[config.mk]
export PLATFORM = sky130hd
export DESIGN_NAME = nmsp_ctrl
export DESIGN_NICKNAME = d
export VERILOG_FILES = /design/src/rtl/core/nmsp_pkg.sv /design/src/rtl/core/nmsp_ctrl.sv
export VERILOG_INCLUDE_DIRS = /design/src /design/src/rtl/core
export SDC_FILE = /design/constraint.sdc
export NUM_CORES = 1
export LEC_CHECK = 0
export BUFFER_PORTS_ARGS = -buffer_cell sky130_fd_sc_hd__buf_4
export CAP_MARGIN = 20
export CORE_MARGIN = 2
export CORE_UTILIZATION = 41
export CTS_CLUSTER_SIZE = 20
export DETAILED_ROUTE_END_ITERATION = 7
export PLACE_DENSITY = 0.75
export SYNTH_ARGS = -nofsm -noshare
export SYNTH_HDL_FRONTEND = slang
export SYNTH_SLANG_ARGS = --single-unit
[constraint.sdc]
create_clock -name clk_i -period 1.7 [get_ports clk_i]
set_input_delay 0.17 -clock clk_i [delete_from_list [all_inputs] [get_ports clk_i]]
set_output_delay 0.17 -clock clk_i [all_outputs]
set_load 0.01 [all_outputs]
[src/rtl/core/assert_macros.svh]
// Assertion helper macros
`ifndef ASSERT_MACROS_SVH
`define ASSERT_MACROS_SVH
`ifndef NO_ASSERTIONS
`define ASSERT_IMPL(lbl, clk, rstn, prop) \
  lbl: assert property (@(posedge clk) disable iff (!rstn) (prop)) else $error("assert fail");
`define ASSERT_NEVER(lbl, clk, rstn, prop) \
  lbl: assert property (@(posedge clk) disable iff (!rstn) !(prop)) else $error("never fail");
`else
`define ASSERT_IMPL(lbl, clk, rstn, prop)
`define ASSERT_NEVER(lbl, clk, rstn, prop)
`endif
`endif

[src/rtl/core/nmsp_pkg.sv]
`default_nettype none
package nmsp_pkg;
  localparam int NodeCap    = 32;
  localparam int EdgeCap    = 256;
  localparam int WeightBits = 16;
  localparam int NodeW      = $clog2(NodeCap);
  localparam int EdgeW      = $clog2(EdgeCap);
  localparam int DistW      = 24;
  localparam int StackDepth = 32;
  localparam logic [DistW-1:0] DistMax = '1;

  typedef enum logic [1:0] {
    FN_ADD_NODE = 2'd0, FN_ADD_EDGE = 2'd1, FN_QUERY = 2'd2, FN_NONE = 2'd3
  } func_e;

  localparam logic [2:0] ST_OK        = 3'd0;
  localparam logic [2:0] ST_NODE_FULL = 3'd1;
  localparam logic [2:0] ST_BAD_NODE  = 3'd2;
  localparam logic [2:0] ST_EDGE_FULL = 3'd3;
  localparam logic [2:0] ST_NONE      = 3'd4;

  typedef struct packed {
    logic [1:0] func;
    logic [4:0] src_node;
    logic [4:0] dest_node;
    logic [15:0] edge_weight;
    logic       airport_flag;
  } in_item_t;

  typedef struct packed {
    logic [2:0]  status;
    logic [4:0]  node_id;
    logic [23:0] path_distance;
    logic        last_flag;
  } out_item_t;

  // controller -> datapath commands
  typedef struct packed {
    logic latch_in;     // capture input item
    logic add_node;
    logic add_edge;
    logic init_clr;     // clear search arrays, seed start
    logic sel_clr;      // restart selection scan
    logic sel_step;     // examine node at scan index
    logic settle;       // settle selected node, load edge index
    logic rel_step;     // examine one edge (read data valid)
    logic rel_next;     // advance edge read address
    logic tgt_clr;
    logic tgt_step;
    logic walk_start;
    logic walk_step;
    logic emit_load;    // load output register
    logic emit_path;    // path result (else status result)
    logic [2:0] emit_status;
    logic emit_pop;
  } dp_cmd_t;

  typedef struct packed {
    logic [1:0] func;
    logic node_full;
    logic edge_full;
    logic edge_bad;
    logic src_bad;
    logic scan_done;    // selection scan index past last node
    logic sel_found;
    logic rel_done;     // edge index at zero
    logic tgt_done;
    logic tgt_found;
    logic walk_done;
    logic pop_last;
    logic out_busy;
  } dp_stat_t;
endpackage
`default_nettype wire

[src/rtl/core/nmsp_ctrl.sv]
`default_nettype none
module nmsp_ctrl (
  input  wire logic              clk_i,
  input  wire logic              rst_ni,
  input  wire logic              in_valid_i,
  output logic                   in_ready_o,
  input  wire nmsp_pkg::dp_stat_t stat_i,
  output nmsp_pkg::dp_cmd_t       cmd_o
);
  import nmsp_pkg::*;

  typedef enum logic [3:0] {
    S_IDLE, S_DECODE, S_SEL, S_SETTLE, S_RD, S_REL, S_TGT, S_WALK, S_EMIT,
    S_RESULT, S_WAITOUT
  } state_e;

  state_e state_q, state_d;
  logic [2:0] res_q, res_d;

  always_comb begin
    cmd_o = '0;
    state_d = state_q;
    res_d = res_q;
    in_ready_o = (state_q == S_IDLE);
    cmd_o.latch_in = in_valid_i && in_ready_o;
    case (state_q)
      S_IDLE: if (in_valid_i) state_d = S_DECODE;
      S_DECODE: begin
        case (func_e'(stat_i.func))
          FN_ADD_NODE: begin
            res_d = stat_i.node_full ? ST_NODE_FULL : ST_OK;
            state_d = S_RESULT;
          end
          FN_ADD_EDGE: begin
            res_d = stat_i.edge_bad ? ST_BAD_NODE :
                    stat_i.edge_full ? ST_EDGE_FULL : ST_OK;
            state_d = S_RESULT;
          end
          FN_QUERY: begin
            if (stat_i.src_bad) begin
              res_d = ST_BAD_NODE; state_d = S_RESULT;
            end else begin
              cmd_o.init_clr = 1'b1; cmd_o.sel_clr = 1'b1; state_d = S_SEL;
            end
          end
          default: state_d = S_IDLE;
        endcase
      end
      // scan for the nearest unsettled reached node
      S_SEL: begin
        if (!stat_i.scan_done) cmd_o.sel_step = 1'b1;
        else if (stat_i.sel_found) begin
          cmd_o.settle = 1'b1; state_d = S_SETTLE;
        end else begin
          cmd_o.tgt_clr = 1'b1; state_d = S_TGT;
        end
      end
      S_SETTLE: state_d = S_RD;
      // the edge read completes in S_RD, S_REL examines the edge
      S_RD: begin
        if (stat_i.rel_done) begin
          cmd_o.sel_clr = 1'b1; state_d = S_SEL;
        end else state_d = S_REL;
      end
      S_REL: begin
        cmd_o.rel_step = 1'b1; cmd_o.rel_next = 1'b1; state_d = S_RD;
      end
      S_TGT: begin
        if (!stat_i.tgt_done) cmd_o.tgt_step = 1'b1;
        else if (stat_i.tgt_found) begin
          cmd_o.walk_start = 1'b1; state_d = S_WALK;
        end else begin
          res_d = ST_NONE; state_d = S_RESULT;
        end
      end
      S_WALK: begin
        if (!stat_i.walk_done) cmd_o.walk_step = 1'b1;
        else state_d = S_EMIT;
      end
      S_EMIT: begin
        if (!stat_i.out_busy) begin
          cmd_o.emit_load = 1'b1; cmd_o.emit_path = 1'b1; cmd_o.emit_pop = 1'b1;
          if (stat_i.pop_last) state_d = S_IDLE;
        end
      end
      S_RESULT: begin
        if (!stat_i.out_busy) begin
          cmd_o.emit_load = 1'b1; cmd_o.emit_status = res_q;
          cmd_o.add_node = (func_e'(stat_i.func) == FN_ADD_NODE) && res_q == ST_OK;
          cmd_o.add_edge = (func_e'(stat_i.func) == FN_ADD_EDGE) && res_q == ST_OK;
          state_d = S_WAITOUT;
        end
      end
      S_WAITOUT: state_d = S_IDLE;
      default: state_d = S_IDLE;
    endcase
  end

  always_ff @(posedge clk_i or negedge rst_ni) begin
    if (!rst_ni) begin
      state_q <= S_IDLE;
      res_q <= ST_OK;
    end else begin
      state_q <= state_d;
      res_q <= res_d;
    end
  end

  `include "assert_macros.svh"
  `ASSERT_IMPL(a_ready_idle, clk_i, rst_ni, in_ready_o |-> (state_q == S_IDLE))
  `ASSERT_NEVER(a_one_scan, clk_i, rst_ni, cmd_o.sel_step && cmd_o.tgt_step)
  `ASSERT_IMPL(a_settle_rd, clk_i, rst_ni, cmd_o.settle |=> (state_q == S_SETTLE))
endmodule
`default_nettype wire

==> metrics.csv <==
metric,value,unit
diode_insertion_count_for_antenna_repair,0,
cap_viol_max_count,0,
detail_route.iter0.violations,49,
total_power,1.778,mW
timing_worst_slew_pin_value,0.3691,ns
crit_slowest_cell,or4b_4,
layout.cells.non_filler,177,
drc,0,
finalWeightedCongestion,0.8998,
finish.net_count,174,
failed_checks,negative setup slack,
globalRouteTotalUtil,0.2334,
synth_area_leader,dfrtp_1,
floorplan.die.height,47.95,µm
placedCellCount,161,
setup_viol_count_final,20,
critical_path_start_type,register,
share_of_the_yosys_chip_area_belonging_to_registers,0.2212,
number_of_global_route_vias_before_repair,831,
num_rows,15,
clock_latency,0.26,ns
hold_class,in -> reg,
clock_path_buffers,2,
floorplan.die.width,47.95,µm
reg2reg_setup_slack,-0.11,ns
fin_crit,1.902,ns
path_cells,or4b_4 -> o32ai_4 -> buf_6,
coreArea,0.001764,mm²
critical_path_required,1.53,ns
maximum_number_of_pins_on_one_net_before_global_route_repair,17,
share_of_the_cycle_needed_by_the_critical_path_after_routing,1.119,
via_count,1036,
drt-wirelength-per-cell,18.95,µm
dpl_cell_area,0.001140,mm²
synthesis.area,792.0,µm²
fmaxAchievable,525.9,MHz
clock_tree.root_cell,clkbuf_4,
htree_levels,1,
cts_num_sinks,7,
peakVddDrop,0.8549,mV
layout_common_cells,"40 x buf_4, 13 x buf_6, 8 x nor2_1",
setup_total_negative_slack,-1.547,ns
drt_first_pass_iters,4,
postSynthCellCount,97,
ys_ff_latch,7,
place_hpwl,1890,µm
synth_warnings,0,
whs,0.2857,ns
initial_antenna_violation_count,0,
fin_worst_skew,0.01075,ns
max_stage_delay,0.60,ns
netlist_top_cells_area,"dfrtp_1 22%, ha_1 6.3%, nor2_1 5.2%, mux2i_1 3.8%, nor3_1 3.8%",
port_buffers,36,
worst_hold_path.num_cells,3,
outcome,finished with violations,
cts_tree,done,
critical_path.reg2reg.endpoint,state_q[1],
synth_top_area_frac,0.2212,
globalRoute.totalOverflow,0,
setup_repair_after_global_routing_missed_its_margin,yes,
post_route_cells_drive_above_1_share,0.5592,
power.density,1228,mW/mm²
maxSlewViolCount,0,
synth.distinct_cells,36,
effective_utilization_at_floorplan,0.4489,
syn_nets,118,
hp-start,stat_i[0],
path_clk_slew,0.06,ns
slew_headroom,0.7520,
layout_setup_ws,-0.2017,ns
postLayoutCellArea,0.001448,mm²
worst_path_max_fanout,4,
hold_end,state_q[3],
synthesis.area_per_instance,8.165,µm²
multi_input_comb_area,693.2,µm²
timing.rr.start,state_q[1],
grt_first_pass_wirelength,3739,µm
register_area,175.2,µm²
num-fill-cells,116,
path_class,reg -> out,
startpoint,state_q[1],
tritoncts.num_buffers,3,
dp_slack,0.008708,ns
timing_hold_violations_final,0,
cellLeakagePower,0.7030,nW
postLayoutCoreUtil,0.8206,
layout_commonest_cell,buf_4,
data_arrival_time_of_the_worst_path,1.73,ns
worst_r2r_path_depth,5,
critical_path.endpoint_type,primary output,
die_area,0.002299,mm²
routed_wl,3354,µm
num_io_pins,37,
area.growth.synth_to_final,82.78,%
drt-vias-per-instance,5.853,
antenna_left,0,
## logic make-up (layout without fill, tap and decap cells)
| kind of cell | Yosys count | in the layout | share of synthesized area |
|---|---|---|---|
| simple gates | 52 | 52 | 0.3823 |
| compound gates | 18 | 18 | 0.1833 |
| buf+inv | 11 | 66 | 0.07425 |
| flops | 7 | 7 | 0.2212 |
| mux | 5 | 5 | 0.07583 |
| fa+ha+maj | 4 | 4 | 0.06319 |
## cells in the mapped netlist
| cell | number |
|---|---|
| a211oi_1 | 2 |
| a21o_1 | 1 |
| a21oi_1 | 3 |
| a22oi_1 | 1 |
| a311o_1 | 1 |
| a31oi_1 | 1 |
| a32o_1 | 1 |
| a41o_1 | 1 |
| and2_1 | 4 |
| and3_1 | 4 |
| and3b_1 | 1 |
| buf_2 | 2 |
| buf_4 | 4 |
| dfrtp_1 | 7 |
| ha_1 | 4 |
| inv_1 | 5 |
| mux2_4 | 2 |
| mux2i_1 | 3 |
| nand2_1 | 7 |
| nand2b_1 | 4 |
| nand3_1 | 1 |
| nand4b_1 | 1 |
| nand4bb_1 | 1 |
| nor2_1 | 11 |
| nor3_1 | 6 |
| nor3_2 | 1 |
| nor3b_1 | 3 |
| nor4_1 | 3 |
| o21ai_0 | 4 |
| o21bai_2 | 1 |
| o32ai_2 | 1 |
| o41ai_2 | 1 |
| or2b_1 | 1 |
| or3_1 | 1 |
| or3b_2 | 2 |
| or4b_4 | 1 |
## power breakdown
part           internal [mW]  switching, mW  leakage [nW]
clock network         0.0862         0.0658        0.0177
registers              0.223         0.0546        0.0919
logic                  0.667          0.682         0.593
## area by class of cell
type                    instances  share of cell area
multi-input cells              79              0.4788
repair buffers                 57              0.3466
flip-flops and latches          7              0.1210
well taps                      25             0.02161
clock buffers                   3             0.01556
inverters                       5             0.01296
clock inverters                 1            0.003457
## worst max-delay path by stage
stage | endpoint | slack, ns | cells after the start
4_1_cts | cmd_o[14] | -0.12 | 3
3_3_place_gp | res_q[1] | 0.04 | 4
3_5_place_dp | res_q[0] | 0.009 | 4
6_report | cmd_o[14] | -0.20 | 3
2_1_floorplan | res_q[0] | -0.06 | 4
5_1_grt | cmd_o[14] | -0.22 | 3
## what timing repair did
| action | 4_1_cts | 5_1_grt |
|---|---|---|
| buffers inserted | 1 | 8 |
| endpoints found under the hold margin | 7 | 0 |
| hold buffers | 1 | 0 |
| pin swaps | 1 | 8 |
| gates cloned | 0 | 2 |
| setup endpoints to repair | 13 | 21 |
| resized for setup | 10 | 30 |
## worst max-delay path: cells and delay by family, from the launching register on
kind            cells  cell delay (ns)
simple gates        1             0.60
compound gates      1             0.33
flops               1             0.38
buf+inv             1             0.16
## routing by layer
layer / vias up / part of all wire / track usage
li1: 466 / - / -
met1: 505 / 0.39 / 0.2805
met2: 61 / 0.54 / 0.4213
met3: 4 / 0.053 / 0.06038
met4: 0 / 0.015 / 0.03784
met5: - / 0 / 0
## sequential cells by signal (all words and copies together) (netlist names)
| signal | cells |
|---|---|
| state_q | 4 |
| res_q | 3 |
Power figures use the tool's default switching activity.
